[src/sv/mexp_pkg.sv]
`timescale 1ns / 1ps
// ----------------------------------------------------------------------------
// Modular exponentiation package
// Shared word width, counter width and word and counter constants.
// ----------------------------------------------------------------------------
package mexp_pkg;

   localparam int WORD_WIDTH = 32;
   localparam int CNT_WIDTH  = $clog2(WORD_WIDTH);

   typedef logic [WORD_WIDTH-1:0] word_type;
   typedef logic [CNT_WIDTH-1:0]  cnt_type;

   localparam word_type WORD_ONE  = word_type'(1);
   localparam word_type WORD_ZERO = '0;
   localparam cnt_type  CNT_LAST  = cnt_type'(WORD_WIDTH - 1);

endpackage

[src/sv/mexp_if.sv]
`timescale 1ns / 1ps
// ----------------------------------------------------------------------------
// Modular exponentiation channels
// Valid/ready request and response channels with their payload words.
// ----------------------------------------------------------------------------
interface mexp_req_if;
   logic               valid;
   logic               ready;
   mexp_pkg::word_type base;
   mexp_pkg::word_type exponent;
   mexp_pkg::word_type modulus;

   modport source (output valid, output base, output exponent, output modulus,
                   input ready);
   modport sink   (input valid, input base, input exponent, input modulus,
                   output ready);
endinterface

interface mexp_rsp_if;
   logic               valid;
   logic               ready;
   mexp_pkg::word_type result;
   logic               invalid;

   modport source (output valid, output result, output invalid, input ready);
   modport sink   (input valid, input result, input invalid, output ready);
endinterface

[src/sv/mexp_mulmod.sv]
`timescale 1ns / 1ps
// ----------------------------------------------------------------------------
// Bit-serial modular multiplier
// Computes x * y mod m by shift-and-add, one multiplier bit per cycle, MSB
// first, with the reduction interleaved. Raises done after the last
// multiplier bit has been folded in.
// ----------------------------------------------------------------------------
module mexp_mulmod (
   input  logic               clock,
   input  logic               reset,
   input  logic               start,
   input  mexp_pkg::word_type x,
   input  mexp_pkg::word_type y,
   input  mexp_pkg::word_type m,
   output logic               done,
   output mexp_pkg::word_type product
);

   localparam int W = mexp_pkg::WORD_WIDTH;

   mexp_pkg::word_type x_ff, x_in;
   mexp_pkg::word_type y_ff, y_in;
   mexp_pkg::word_type m_ff, m_in;
   mexp_pkg::word_type acc_ff, acc_in;
   mexp_pkg::cnt_type  cnt_ff, cnt_in;
   logic               run_ff, run_in;
   logic               done_ff, done_in;

   logic [W:0] dbl;
   logic [W:0] dbl_red;
   logic [W:0] sum;
   logic [W:0] sum_red;

   // acc < m, so 2*acc and (2*acc mod m) + x both stay below 2*m
   always_comb begin
      dbl     = {acc_ff, 1'b0};
      dbl_red = (dbl >= {1'b0, m_ff}) ? dbl - {1'b0, m_ff} : dbl;
      sum     = dbl_red + {1'b0, x_ff};
      sum_red = (sum >= {1'b0, m_ff}) ? sum - {1'b0, m_ff} : sum;
   end

   always_comb begin
      x_in    = x_ff;
      y_in    = y_ff;
      m_in    = m_ff;
      acc_in  = acc_ff;
      cnt_in  = cnt_ff;
      run_in  = run_ff;
      done_in = 1'b0;
      if (start) begin
         x_in   = x;
         y_in   = y;
         m_in   = m;
         acc_in = mexp_pkg::WORD_ZERO;
         cnt_in = mexp_pkg::CNT_LAST;
         run_in = 1'b1;
      end else if (run_ff) begin
         acc_in = y_ff[W-1] ? sum_red[W-1:0] : dbl_red[W-1:0];
         y_in   = {y_ff[W-2:0], 1'b0};
         if (cnt_ff == '0) begin
            run_in  = 1'b0;
            done_in = 1'b1;
         end else begin
            cnt_in = cnt_ff - 1'b1;
         end
      end
   end

   always_ff @(posedge clock) begin
      if (reset) begin
         run_ff  <= 1'b0;
         done_ff <= 1'b0;
      end else begin
         run_ff  <= run_in;
         done_ff <= done_in;
      end
      x_ff   <= x_in;
      y_ff   <= y_in;
      m_ff   <= m_in;
      acc_ff <= acc_in;
      cnt_ff <= cnt_in;
   end

   assign done    = done_ff;
   assign product = acc_ff;

endmodule

[src/sv/modular_exponentiation.sv]
`timescale 1ns / 1ps
// ----------------------------------------------------------------------------
// Modular exponentiation
// Left-to-right square-and-multiply over a bit-serial modular multiplier.
// ----------------------------------------------------------------------------
// Usage:
//   req carries one word of base, exponent and modulus; rsp returns one word
//   of result = base^exponent mod modulus and the invalid flag.
//   Hold req.valid until req.ready; one word is in flight at a time, and
//   req.ready is high only while the controller is idle.
//   A zero modulus answers result 0 with invalid set; a zero exponent
//   answers 1, even for a modulus of one. Both go straight to the emit state.
//   Otherwise the base is first reduced mod modulus, leading zero exponent
//   bits are skipped at one per cycle, and each remaining exponent bit costs
//   a square plus a multiply when the bit is set. Every modular product is
//   one pass of the shared serial multiplier, one multiplier bit per cycle.
//   The result sits in an output register: a stalled receiver holds it
//   there, and the block then takes the next request word while it waits,
//   pausing only if a second result is ready before the first is taken.
//   Synchronous reset drops any work in flight and clears rsp.valid.
// ----------------------------------------------------------------------------
module modular_exponentiation (
   input  logic          clock,
   input  logic          reset,
   mexp_req_if.sink      req,
   mexp_rsp_if.source    rsp
);

   localparam int W = mexp_pkg::WORD_WIDTH;

   localparam logic [2:0] ST_IDLE = 3'd0;
   localparam logic [2:0] ST_RED  = 3'd1;
   localparam logic [2:0] ST_SKIP = 3'd2;
   localparam logic [2:0] ST_SQR  = 3'd3;
   localparam logic [2:0] ST_MUL  = 3'd4;
   localparam logic [2:0] ST_EMIT = 3'd5;

   logic [2:0]         state_ff, state_in;
   mexp_pkg::word_type base_ff, base_in;
   mexp_pkg::word_type exp_ff, exp_in;
   mexp_pkg::word_type mod_ff, mod_in;
   mexp_pkg::cnt_type  cnt_ff, cnt_in;
   mexp_pkg::word_type res_ff, res_in;
   logic               inv_ff, inv_in;
   logic               rsp_valid_ff, rsp_valid_in;
   mexp_pkg::word_type rsp_result_ff, rsp_result_in;
   logic               rsp_invalid_ff, rsp_invalid_in;

   logic               mul_start;
   mexp_pkg::word_type mul_x, mul_y, mul_m;
   logic               mul_done;
   mexp_pkg::word_type mul_product;
   mexp_pkg::word_type z_init;
   logic               accept;

   mexp_mulmod u_mulmod (
      .clock   (clock),
      .reset   (reset),
      .start   (mul_start),
      .x       (mul_x),
      .y       (mul_y),
      .m       (mul_m),
      .done    (mul_done),
      .product (mul_product)
   );

   assign accept = req.valid && req.ready;
   // 1 mod m: zero only for a modulus of one
   assign z_init = (mod_ff == mexp_pkg::WORD_ONE) ? mexp_pkg::WORD_ZERO
                                                  : mexp_pkg::WORD_ONE;
   // the multiplier latches the modulus on start
   assign mul_m  = (state_ff == ST_IDLE) ? req.modulus : mod_ff;

   always_comb begin
      state_in  = state_ff;
      base_in   = base_ff;
      exp_in    = exp_ff;
      mod_in    = mod_ff;
      cnt_in    = cnt_ff;
      res_in    = res_ff;
      inv_in    = inv_ff;
      mul_start = 1'b0;
      mul_x     = mul_product;
      mul_y     = mul_product;

      case (state_ff)
         ST_IDLE: begin
            if (accept) begin
               base_in = req.base;
               exp_in  = req.exponent;
               mod_in  = req.modulus;
               if (req.modulus == mexp_pkg::WORD_ZERO) begin
                  res_in   = mexp_pkg::WORD_ZERO;
                  inv_in   = 1'b1;
                  state_in = ST_EMIT;
               end else if (req.exponent == mexp_pkg::WORD_ZERO) begin
                  res_in   = mexp_pkg::WORD_ONE;
                  inv_in   = 1'b0;
                  state_in = ST_EMIT;
               end else begin
                  // reduce the base: 1 * base mod m
                  mul_start = 1'b1;
                  mul_x     = mexp_pkg::WORD_ONE;
                  mul_y     = req.base;
                  state_in  = ST_RED;
               end
            end
         end
         ST_RED: begin
            if (mul_done) begin
               base_in  = mul_product;
               cnt_in   = mexp_pkg::CNT_LAST;
               state_in = ST_SKIP;
            end
         end
         ST_SKIP: begin
            // drop leading zero exponent bits; bit 0 is always processed
            if (!exp_ff[W-1] && cnt_ff != '0) begin
               exp_in = {exp_ff[W-2:0], 1'b0};
               cnt_in = cnt_ff - 1'b1;
            end else begin
               mul_start = 1'b1;
               mul_x     = z_init;
               mul_y     = z_init;
               state_in  = ST_SQR;
            end
         end
         ST_SQR, ST_MUL: begin
            if (mul_done) begin
               if (state_ff == ST_SQR && exp_ff[W-1]) begin
                  mul_start = 1'b1;
                  mul_x     = mul_product;
                  mul_y     = base_ff;
                  state_in  = ST_MUL;
               end else if (cnt_ff == '0) begin
                  res_in   = mul_product;
                  inv_in   = 1'b0;
                  state_in = ST_EMIT;
               end else begin
                  // advance to the next exponent bit and square again
                  exp_in    = {exp_ff[W-2:0], 1'b0};
                  cnt_in    = cnt_ff - 1'b1;
                  mul_start = 1'b1;
                  state_in  = ST_SQR;
               end
            end
         end
         ST_EMIT: begin
            if (!rsp_valid_ff || rsp.ready) begin
               state_in = ST_IDLE;
            end
         end
         default: begin
            state_in = ST_IDLE;
         end
      endcase
   end

   // output register: load a finished word once the slot is free
   always_comb begin
      rsp_valid_in   = rsp_valid_ff;
      rsp_result_in  = rsp_result_ff;
      rsp_invalid_in = rsp_invalid_ff;
      if (rsp_valid_ff && rsp.ready) begin
         rsp_valid_in = 1'b0;
      end
      if (state_ff == ST_EMIT && (!rsp_valid_ff || rsp.ready)) begin
         rsp_valid_in   = 1'b1;
         rsp_result_in  = res_ff;
         rsp_invalid_in = inv_ff;
      end
   end

   always_ff @(posedge clock) begin
      if (reset) begin
         state_ff     <= ST_IDLE;
         rsp_valid_ff <= 1'b0;
      end else begin
         state_ff     <= state_in;
         rsp_valid_ff <= rsp_valid_in;
      end
      base_ff        <= base_in;
      exp_ff         <= exp_in;
      mod_ff         <= mod_in;
      cnt_ff         <= cnt_in;
      res_ff         <= res_in;
      inv_ff         <= inv_in;
      rsp_result_ff  <= rsp_result_in;
      rsp_invalid_ff <= rsp_invalid_in;
   end

   assign req.ready   = (state_ff == ST_IDLE);
   assign rsp.valid   = rsp_valid_ff;
   assign rsp.result  = rsp_result_ff;
   assign rsp.invalid = rsp_invalid_ff;

endmodule
[src/flat_wrapper.sv]
// flat-port wrapper written by rule: the top's interface ports become plain ports
module modular_exponentiation_flat 
  (clock, reset, req_valid, req_base, req_exponent, req_modulus, req_ready, rsp_valid, rsp_result, rsp_invalid, rsp_ready);
  mexp_req_if req_i ();
  mexp_rsp_if rsp_i ();
  input  logic clock;
  input  logic reset;
  input wire logic [$bits(req_i.valid)-1:0] req_valid;
  input wire logic [$bits(req_i.base)-1:0] req_base;
  input wire logic [$bits(req_i.exponent)-1:0] req_exponent;
  input wire logic [$bits(req_i.modulus)-1:0] req_modulus;
  output wire logic [$bits(req_i.ready)-1:0] req_ready;
  output wire logic [$bits(rsp_i.valid)-1:0] rsp_valid;
  output wire logic [$bits(rsp_i.result)-1:0] rsp_result;
  output wire logic [$bits(rsp_i.invalid)-1:0] rsp_invalid;
  input wire logic [$bits(rsp_i.ready)-1:0] rsp_ready;
  assign req_i.valid = req_valid;
  assign req_i.base = req_base;
  assign req_i.exponent = req_exponent;
  assign req_i.modulus = req_modulus;
  assign req_ready = req_i.ready;
  assign rsp_valid = rsp_i.valid;
  assign rsp_result = rsp_i.result;
  assign rsp_invalid = rsp_i.invalid;
  assign rsp_i.ready = rsp_ready;
  modular_exponentiation u_core (.clock(clock), .reset(reset), .req(req_i), .rsp(rsp_i));
endmodule
[config.mk]
export PLATFORM = sky130hd
export DESIGN_NAME = modular_exponentiation_flat
export DESIGN_NICKNAME = d
export VERILOG_FILES = /design/src/sv/mexp_pkg.sv /design/src/sv/mexp_if.sv /design/src/sv/mexp_mulmod.sv /design/src/sv/modular_exponentiation.sv /design/src/flat_wrapper.sv
export SDC_FILE = /design/constraint.sdc
export NUM_CORES = 1
export LEC_CHECK = 0
export ABC_AREA = 1
export BUFFER_PORTS_ARGS = -buffer_cell sky130_fd_sc_hd__buf_2
export CORE_UTILIZATION = 60
export CTS_CLUSTER_DIAMETER = 200
export CTS_CLUSTER_SIZE = 24
export DETAILED_ROUTE_END_ITERATION = 12
export PLACE_DENSITY = 0.79
export SETUP_SLACK_MARGIN = 0.3
export SYNTH_ARGS = -nofsm -noshare
export SYNTH_HDL_FRONTEND = slang
export SYNTH_HIERARCHICAL = 1
export SYNTH_SLANG_ARGS = --single-unit
[constraint.sdc]
create_clock -name clock -period 16.7 [get_ports clock]
set_clock_uncertainty 0.05 [all_clocks]
set_input_delay 5.01 -clock clock [delete_from_list [all_inputs] [get_ports clock]]
set_output_delay 5.01 -clock clock [all_outputs]
set_load 0.01 [all_outputs]
# Word level (Yosys, flattened, before mapping)

Index checks and enable logic that the tools add are counted.

Memories kept: 0
Output and inout bits: 35
Bits in latches: 0
Register bits: 306
Bits of input ports: 100
Logic and storage cells: 142
Bits in read-only memories: 0
RAM bits: 0

Bitwise operators: 2
Reductions and logical operators: 29
Mux-type cells: 71
Add/subtract/negate cells: 5
Div/mod/pow operators: 0
Shift-type cells: 0
Magnitude comparators: 2
$mul: 0
Equal/unequal tests: 16

Operators with widths:

| kind                | number |
|---|---|
| $mux 32             | 27 |
| $pmux 32 s2         | 3 |
| $pmux 32 s3         | 2 |
| $ge 33x32->1        | 2 |
| $logic_not 32->1    | 2 |
| $add 33x32->33      | 1 |
| $mux 33             | 1 |
| $sub 33x32->33      | 1 |
| $eq 32x1->1 const B | 1 |
| $sub 32x32->32      | 1 |
| $mux 3              | 9 |
| $mux 5              | 5 |
| $mux 1              | 20 |
| $reduce_and 6->1    | 3 |
| $pmux 3 s5          | 1 |
| $pmux 5 s3          | 1 |
| $ne 2x2->1 const B  | 6 |
| $logic_not 5->1     | 2 |
| $sub 5x1->5 const B | 2 |
| $reduce_bool 2->1   | 4 |
| $eq 3x2->1 const B  | 2 |
| $eq 3x3->1 const B  | 2 |
| $ne 2x1->1 const B  | 3 |
| $reduce_bool 3->1   | 2 |
| other kinds (15)    | 22 |

# Longest topological paths before layout

Gate-level depths: netlist (run 1).

Depth after elaboration: 6
Gate-level depth with buffers: 46
Mapped depth without buffers: 44

# Modules after synthesis

Netlist (run 1), hierarchy kept.

By module, submodules not included:

| module                 | instances | sequential area each (sq um) | area an instance (sq um) | cells an instance |
|---|---|---|---|---|
| mexp_mulmod            | 1         | 3,663.5                      | 12,187.9                 | 1,820 |
| modular_exponentiation | 1         | 5,094.9                      | 8,381.8                  | 913 |

# Worst setup path after synthesis (run 1)

OpenSTA, ideal clock, no wires.

Path type: in2reg
Start: in req_valid
End: reg u_core.u_mulmod.y_ff[23], data pin
Required time: 16.397 ns
Arrival time: 9.096 ns
Cell stages on the path: 8
Buffers on the path: 1
Path slack: 7.301 ns
Setup time: 0.253 ns
Cells stage by stage: inv_1 nor2_4 nand3_2 o211ai_1 clkinv_1 clkbuf_1 nand2_1 nand2_1

Cells in the longest elaborated chain, start to end: 4
Elaborated cells between the ends (all ways): 6
Classes of those cells: 5 x mux; 1 x reduce/logical

Ends and longest elaborated chain:

| element                            | line                         | source |
|---|---|---|
| start, declared                    | flat_wrapper.sv:8            | `input wire logic [$bits(req_i.valid)-1:0] req_valid;` |
| $logic_and 1x1->1                  | modular_exponentiation.sv:67 | `assign accept = req.valid && req.ready;` |
| $mux 1                             | modular_exponentiation.sv:88 | `if (accept) begin` |
| $pmux 1 s3                         | modular_exponentiation.sv:86 | `case (state_ff)` |
| named net u_core.mul_start         | modular_exponentiation.sv:49 | `logic mul_start;` |
| $mux 32                            | mexp_mulmod.sv:50            | `if (start) begin` |
| named net u_core.u_mulmod.y_in[23] | mexp_mulmod.sv:22            | `mexp_pkg::word_type y_ff, y_in;` |
| end signal, assigned               | mexp_mulmod.sv:78            | `y_ff <= y_in;` |
| end, declared                      | mexp_mulmod.sv:22            |  |

The timed path passes the listed nets, and every way through them passes these cells.
A chain may end at the register's enable or synchronous reset.

# Final worst setup path (run 1)

Start: in req_valid
End: reg u_core.u_mulmod.acc_ff[28], in the netlist u_core/u_mulmod/product[28]

Cells in the longest elaborated chain, start to end: 3

Ends and longest elaborated chain:

| element                    | line                         | source |
|---|---|---|
| $logic_and 1x1->1          | modular_exponentiation.sv:67 |  |
| $mux 1                     | modular_exponentiation.sv:88 |  |
| $pmux 1 s3                 | modular_exponentiation.sv:86 |  |
| named net u_core.mul_start | modular_exponentiation.sv:49 |  |
| end signal, assigned       | mexp_mulmod.sv:80            | `acc_ff <= acc_in;` |
| end, declared              | mexp_mulmod.sv:24            | `mexp_pkg::word_type acc_ff, acc_in;` |

The timed path passes the listed nets, and every way through them passes these cells.

==> results.toml, run 1 <==
[grt]
grt_overflow_total = 0
grt_pass1_wl_mm = 96.39
grt.total_usage = 0.3540
antenna_found_initial = 0
grt_pass1_vias = 17860
grt_max_degree = 101

[critical_path]
endpoint_kind = "flip-flop"
crit_path_frequent_cell = "nand2_1"
critPathKind = "input pin to flip-flop"
start_kind = "input pin"
reg2reg_to = "u_core/u_mulmod/product[26]$_SDFFE_PP0P_"
reg2reg_from = "u_core/u_mulmod/m_ff[12]$_DFFE_PP_"
cp_max_fo = 100
cp_slowest_cell = "buf_4"
r2r_slack_ps = 9200
cp.arrival_ps = 7980
crit_path_max_incr_delay_ps = 960
crit_chain = "buf_2 -> inv_1 -> nor2_4 -> nand3_2 -> o211ai_1 -> buf_4 -> nor2_1 -> nand2_1 -> inv_1 -> nand2_1 -> nand2_1"
cp_data_required_time_ps = 17080
reg2regPathDepth = 34

[routing]
wl_mm = 62.82
wl_per_cell_um = 19.18
drt-initial-drc-count = 1958
drc = 0
vias = 18970
ant_nets = 0
firstDrtPassIters = 6
viasPerCell = 5.791

[synth]
synthFlopType = "edfxtp_1"
synth_cells = 2733
synth-async-reset-ratio = 0
ys_seq_area_frac = 0.4258
synth_top_area_frac = 0.3839
synth_nets = 2935
synth-seq-cells = 306
synth_area_um2 = 20570
yosysTopAreaCell = "edfxtp_1"
synth_area_leaders = "edfxtp_1 38%, nand2_1 15%, inv_1 6.6%, ha_1 6.0%, a21oi_1 5.1%"
synth-warning-count = 6
synth_edf_count = 263
yosysUniqueCellTypes = 50
syn_area_per_cell_um2 = 7.526

[die]
num_io_pins = 135
die_x_um = 187.2
start_util = 0.6119
num_rows = 67
design.die.area_um2 = 35030
die_h_um = 187.2
coreArea_um2 = 33620

[placement]
hpwl_mm = 49.38
port_buffers = 134
dp_cells = 3248
place.gp.congestion = 1.029

[clock_tree]
cts_resized = 0
ctsHtreeMaxLevel = 1
cts_buffers = 16
numClockSinks = 306
clock_path_buffers = 3
path_clk_slew_ps = 110
cts-root-buf = "clkbuf_16"
clk_latency_ps = 510
ctsHoldBuffers = 0
cts_setup_buffers = 0
cts_tree = "yes"

[finish]
stdcell_count = 3276
area_growth_pct = 6.910
fin_nets = 3020
diodes = 0
layout-drive-gt1-share = 0.08168
fill_cells = 2883

[hold_path]
min_from = "u_core/res_ff[19]$_SDFFCE_PP0P_"
hold_depth = 0
hp-class = "flip-flop to flip-flop"
hold_end = "u_core/rsp.result[19]$_DFFE_PP_"

[job]
cap_violations = 0

[sta]
period_minus_slack_ps = 7600
fmax_mhz = 131.6
fin_tns_setup_ps = 0
drv_slew = 0
finalSetupViolations = 0
hold_viol = 0
fin_crit_sh = 0.4551
max-slew-margin-rel = 0.1011
worst_pin_slew_ps = 1347
rsz0062_at_grt = "no"

[status]
status = "complete, no violations"
cell usage after synthesis, types with 5 or more instances:
| cell type | instances |
|---|---|
| nand2_1 | 840 |
| inv_1 | 361 |
| edfxtp_1 | 263 |
| nor2_1 | 261 |
| a21oi_1 | 211 |
| o21ai_0 | 150 |
| nand3_1 | 108 |
| ha_1 | 99 |
| xor2_1 | 48 |
| nand4_1 | 45 |
| dfxtp_1 | 43 |
| clkbuf_1 | 34 |
| buf_2 | 32 |
| xnor2_1 | 25 |
| o21ai_1 | 24 |
| o21ai_2 | 20 |
| nor3_1 | 19 |
| nand3b_1 | 17 |
| o21bai_1 | 15 |
| a21o_1 | 13 |
| inv_2 | 10 |
| o211ai_1 | 9 |
| buf_4 | 8 |
| or2_2 | 7 |
| a31oi_1 | 6 |
| buf_6 | 6 |
| o21a_1 | 6 |
| and2_1 | 5 |
| nor2_2 | 5 |
| nor4_1 | 5 |
critical path, delay by kind of cell:
kind / cells / cell delay [ps]
compound gates: 1 / 220
buf+inv: 4 / 1180
simple gates: 6 / 1550
area by class of cell:
class                           count  area [µm²]  area share
Clock inverter                      1       8.758   0.0003983
Tap cell                          448       560.5     0.02549
Clock buffer                       27       462.9     0.02105
Multi-Input combinational cell   1971       10010      0.4550
Sequential cell                   306        8758      0.3983
Inverter                          372        1396     0.06350
Timing Repair Buffer              151       798.3     0.03630
sequential cells by signal, summed over array words and instances (netlist names), 5 cells and up:
register and cells:
u_core/cnt_ff 5, u_core/u_mulmod/m_ff 32, u_core/u_mulmod/y_ff 32, u_core/u_mulmod/x_ff 32
u_core/exp_ff 32, u_core/u_mulmod/product 32, u_core/mod_ff 32, u_core/base_ff 32
u_core/res_ff 32, u_core/rsp.result 32, u_core/u_mulmod/cnt_ff 5
per-layer routing:
metal / global-route usage / part of all wire / wire (µm)
met3: 0.06098 / 0.077 / 4841
met1: 0.4603 / 0.42 / 26210
met5: 0 / 0 / 0
met2: 0.5808 / 0.46 / 28730
met4: 0.1567 / 0.048 / 3032
metrics by stage:
stage | setup slack, ps | hold WS, ps | area (µm²) | util
final | 9100 | 376.6 | 21990 | 0.6542
after global routing | 8640 | 381.8 | 21990 | 0.6542
after CTS | 9094 | 372.4 | 21990 | 0.6542
after detailed placement | 8596 | 355.4 | 21520 | 0.6402
after global placement | 8752 | 350.7 | 21520 | 0.6402
after floorplan | 7301 | 350.3 | 20570 | -
cells in the final DEF, fill, tap and decap left out, types with 5 or more instances in the layout:
cell type,synthesis,routed
nand2_1,840,839
inv_1,361,361
edfxtp_1,263,263
nor2_1,261,260
a21oi_1,211,211
o21ai_0,150,150
buf_2,32,134
nand3_1,108,108
ha_1,99,99
xor2_1,48,48
nand4_1,45,45
dfxtp_1,43,43
xnor2_1,25,25
o21ai_1,24,24
o21ai_2,20,20
clkbuf_16,0,17
buf_4,8,17
nand3b_1,17,17
nor3_1,19,17
o21bai_1,15,15
a21o_1,13,13
clkbuf_1,34,10
inv_2,10,10
o211ai_1,9,9
or2_2,7,7
nor2_2,5,6
a31oi_1,6,6
o21a_1,6,6
and2_1,5,5
nand2_2,4,5
nor4_1,5,5
how the worst max path moves through the flow:
stage,start,cells past startpoint,end,slack [ps]
after floorplan,req_valid,8,u_core/u_mulmod/y_ff[23]$_DFFE_PP_,7300
after global placement,req_valid,11,u_core/u_mulmod/product[28]$_SDFFE_PP0P_,8750
after detailed placement,req_valid,11,u_core/u_mulmod/product[28]$_SDFFE_PP0P_,8600
after CTS,req_valid,11,u_core/u_mulmod/product[28]$_SDFFE_PP0P_,9090
after global routing,u_core/u_mulmod/m_ff[12]$_DFFE_PP_,34,u_core/u_mulmod/product[26]$_SDFFE_PP0P_,8640
final,req_valid,11,u_core/u_mulmod/product[28]$_SDFFE_PP0P_,9100
cells by family after synthesis:
logic type | synth area share
adders and majority gates | 0.06314
buffers and inverters | 0.08881
AOI/OAI and AO/OA | 0.1241
and+or+nand+nor | 0.2670
xor gates and xnor gates | 0.03108
DFF | 0.4258
Power of run 1 is left out: the tool's default activity adds up to more than one toggle a clock period on the data nets, which glitch-free logic cannot reach.
==> run 2, diff against run 1 <==
--- a/config.mk
+++ b/config.mk
@@ -5,13 +5,13 @@
 export SDC_FILE = /design/constraint.sdc
 export NUM_CORES = 1
 export LEC_CHECK = 0
-export ABC_AREA = 1
+export ABC_AREA = 0
 export BUFFER_PORTS_ARGS = -buffer_cell sky130_fd_sc_hd__buf_2
-export CORE_UTILIZATION = 60
+export CORE_UTILIZATION = 56
 export CTS_CLUSTER_DIAMETER = 200
 export CTS_CLUSTER_SIZE = 24
 export DETAILED_ROUTE_END_ITERATION = 12
-export PLACE_DENSITY = 0.79
+export PLACE_DENSITY = 0.78
 export SETUP_SLACK_MARGIN = 0.3
 export SYNTH_ARGS = -nofsm -noshare
 export SYNTH_HDL_FRONTEND = slang
==> constraint.sdc (replaced) <==
create_clock -name clock -period 6.2 [get_ports clock]
set_clock_uncertainty 0.05 [all_clocks]
set_input_delay 1.86 -clock clock [delete_from_list [all_inputs] [get_ports clock]]
set_output_delay 1.86 -clock clock [all_outputs]
set_load 0.01 [all_outputs]
==> results.toml, run 2 <==
[synth]
synth_nets = 1912
synth-async-reset-ratio = 0
synth-warning-count = 6
synth.most_common_cell = "edfxtp_1"
synth_area_um2 = 18650
ys_seq_area_frac = 0.4697
synth_common_cells = "263 x edfxtp_1, 136 x mux2_2, 119 x nand2_1, 110 x a21oi_1, 99 x ha_1"
synth-seq-cells = 306
synth_cells = 1710
synth_area_leaders = "edfxtp_1 42%, mux2_2 8.2%, ha_1 6.6%, dfxtp_1 4.6%, a21oi_1 3.0%"
synth_top_area_frac = 0.4235
yosysUniqueCellTypes = 85
synth_edf_count = 263
yosysTopAreaCell = "edfxtp_1"
syn_area_per_cell_um2 = 10.90
synthFlopType = "edfxtp_1"

[critical_path]
endpoint_kind = "flip-flop"
cp_max_fo = 5
cp.arrival_ps = 7670
critPathKind = "flip-flop to flip-flop"
start_kind = "flip-flop"
crit_path_max_incr_delay_ps = 480
cp_data_required_time_ps = 6570
cp_slowest_cell = "a2111oi_4"

[placement]
hpwl_mm = 40.93
place.gp.congestion = 1.026
dpl_cell_area_um2 = 22500
port_buffers = 134

[finish]
multiInputGateArea_um2 = 9879
layout_commonest_cell = "buf_4"
fin_nets = 2388
layout-drive-gt1-share = 0.3707
area_growth_pct = 27.23
seq_area_um2 = 8760
final_util = 0.7273
fill_cells = 2290
layout_common_cells = "385 x buf_4, 263 x edfxtp_1, 135 x mux2_2"
diodes = 0
stdcell_area_um2 = 23720

[clock_tree]
ctsHtreeMaxLevel = 1
cts_tree = "yes"
clk_latency_ps = 530
cts-root-buf = "clkbuf_16"
numClockSinks = 306
ctsHoldBuffers = 0
cts_buffers = 16
path_clk_slew_ps = 110
clock_path_buffers = 3

[die]
die_x_um = 184.5
num_io_pins = 135
design.die.area_um2 = 34030
start_util = 0.5717
num_rows = 66
die_h_um = 184.5
coreArea_um2 = 32620

[sta]
period_minus_slack_ps = 7298
max-slew-margin-rel = 0.2948
finalSetupViolations = 32
worst_slack_ps = -1098
fmax_mhz = 137.0
fin_tns_setup_ps = -32160
worst_pin_slew_ps = 1058
drv_slew = 0
rsz0062_at_grt = "yes"
hold_viol = 0
fin_crit_sh = 1.177
worst_hold_slack_ps = 374.5

[routing]
drc = 0
firstDrtPassIters = 6
viasPerCell = 6.064
ant_nets = 0
vias = 16000
wl_per_cell_um = 20.92
wl_mm = 55.18
drt-initial-drc-count = 1366

[status]
status = "finished with violations"
violations = "setup timing"

[grt]
grt.total_usage = 0.3231
grt.met3_usage = 0.03853
use_met2 = 0.5413
grt_max_degree = 108
antenna_found_initial = 0
grt_use_met1 = 0.4091
grt_pass1_vias = 15860
grt_pass1_wl_mm = 84.72
busiest_layer = "met2"
grt_overflow_total = 0

[hold_path]
hp-class = "flip-flop to flip-flop"

[job]
cap_violations = 0
[run 2: cell count changes after synthesis, sizes merged, moves of 47 or more]
cell	before	now
inv	371	75
a21oi	211	111
nor2	270	93
mux2	0	136
a22oi	1	48
nand3	111	20
nand2	845	119
o21ai	194	78
[run 2: worst max-delay path: cells and delay by family, from the launching register on]
kind                     cells  cell delay (ps)
AO/OA/AOI/OAI               18             3860
AND/OR/NAND/NOR              6             1520
adder cells (fa/ha/maj)      3              810
flip-flops                   1              380
buffers and inverters        3              350
XOR/XNOR                     1              200
[run 2: cells by family after synthesis]
family,Yosys count,share of synthesized area
AO/OA/AOI/OAI,461,0.1696
XOR/XNOR,88,0.04133
adder cells (fa/ha/maj),102,0.06965
buffers and inverters,155,0.03456
flip-flops,306,0.4697
multiplexers,156,0.09287
AND/OR/NAND/NOR,442,0.1223
[run 2: layer usage]
metal  part of all wire  wire length (µm)  vias to the layer above
li1                   -                 -                     7442
met5                  0                 0                        -
met3              0.067              3679                      182
met1               0.40             22060                     7669
met4              0.059              3249                        0
met2               0.47             26200                      704
[run 2: per-stage QoR]
stage | setup WS [ps] | instances
6_report | -1098 | 2638
5_1_grt | -1361 | 2638
4_1_cts | -989.3 | 2629
3_5_place_dp | -1369 | 2570
3_3_place_gp | -1286 | 2570
2_1_floorplan | -466.3 | 1710
[run 2: final cells by class]
type                       count  area share
tap                          442     0.02331
multi-input combinational   1251      0.4164
inverter                      75     0.01187
timing repair buffer         536      0.1593
sequential                   306      0.3692
clock inverter                 1   0.0003692
clock buffer                  27     0.01951
[run 2: timing repair]
action / CTS / global route
buffers inserted: 29 / 9
pin swaps: 32 / 19
hold endpoints to repair: 0 / 0
resized for setup: 61 / 31
endpoints found under the setup margin: 32 / 32
cloned: 2 / 0
[run 2: path summary, 6_finish.rpt]
kind / from / endpoint / slack, ps / cells past startpoint
setup reg to reg: u_core/u_mulmod/m_ff[1]$_DFFE_PP_ / u_core/u_mulmod/product[27]$_SDFFE_PP0P_ / -1100 / 31
hold reg to reg: u_core/res_ff[27]$_SDFFCE_PP0P_ / u_core/rsp.result[27]$_DFFE_PP_ / 370 / 0
hold / removal: u_core/res_ff[27]$_SDFFCE_PP0P_ / u_core/rsp.result[27]$_DFFE_PP_ / 370 / 0
setup / recovery: u_core/u_mulmod/m_ff[1]$_DFFE_PP_ / u_core/u_mulmod/product[27]$_SDFFE_PP0P_ / -1100 / 31
Power of run 2 is left out for the same reason.
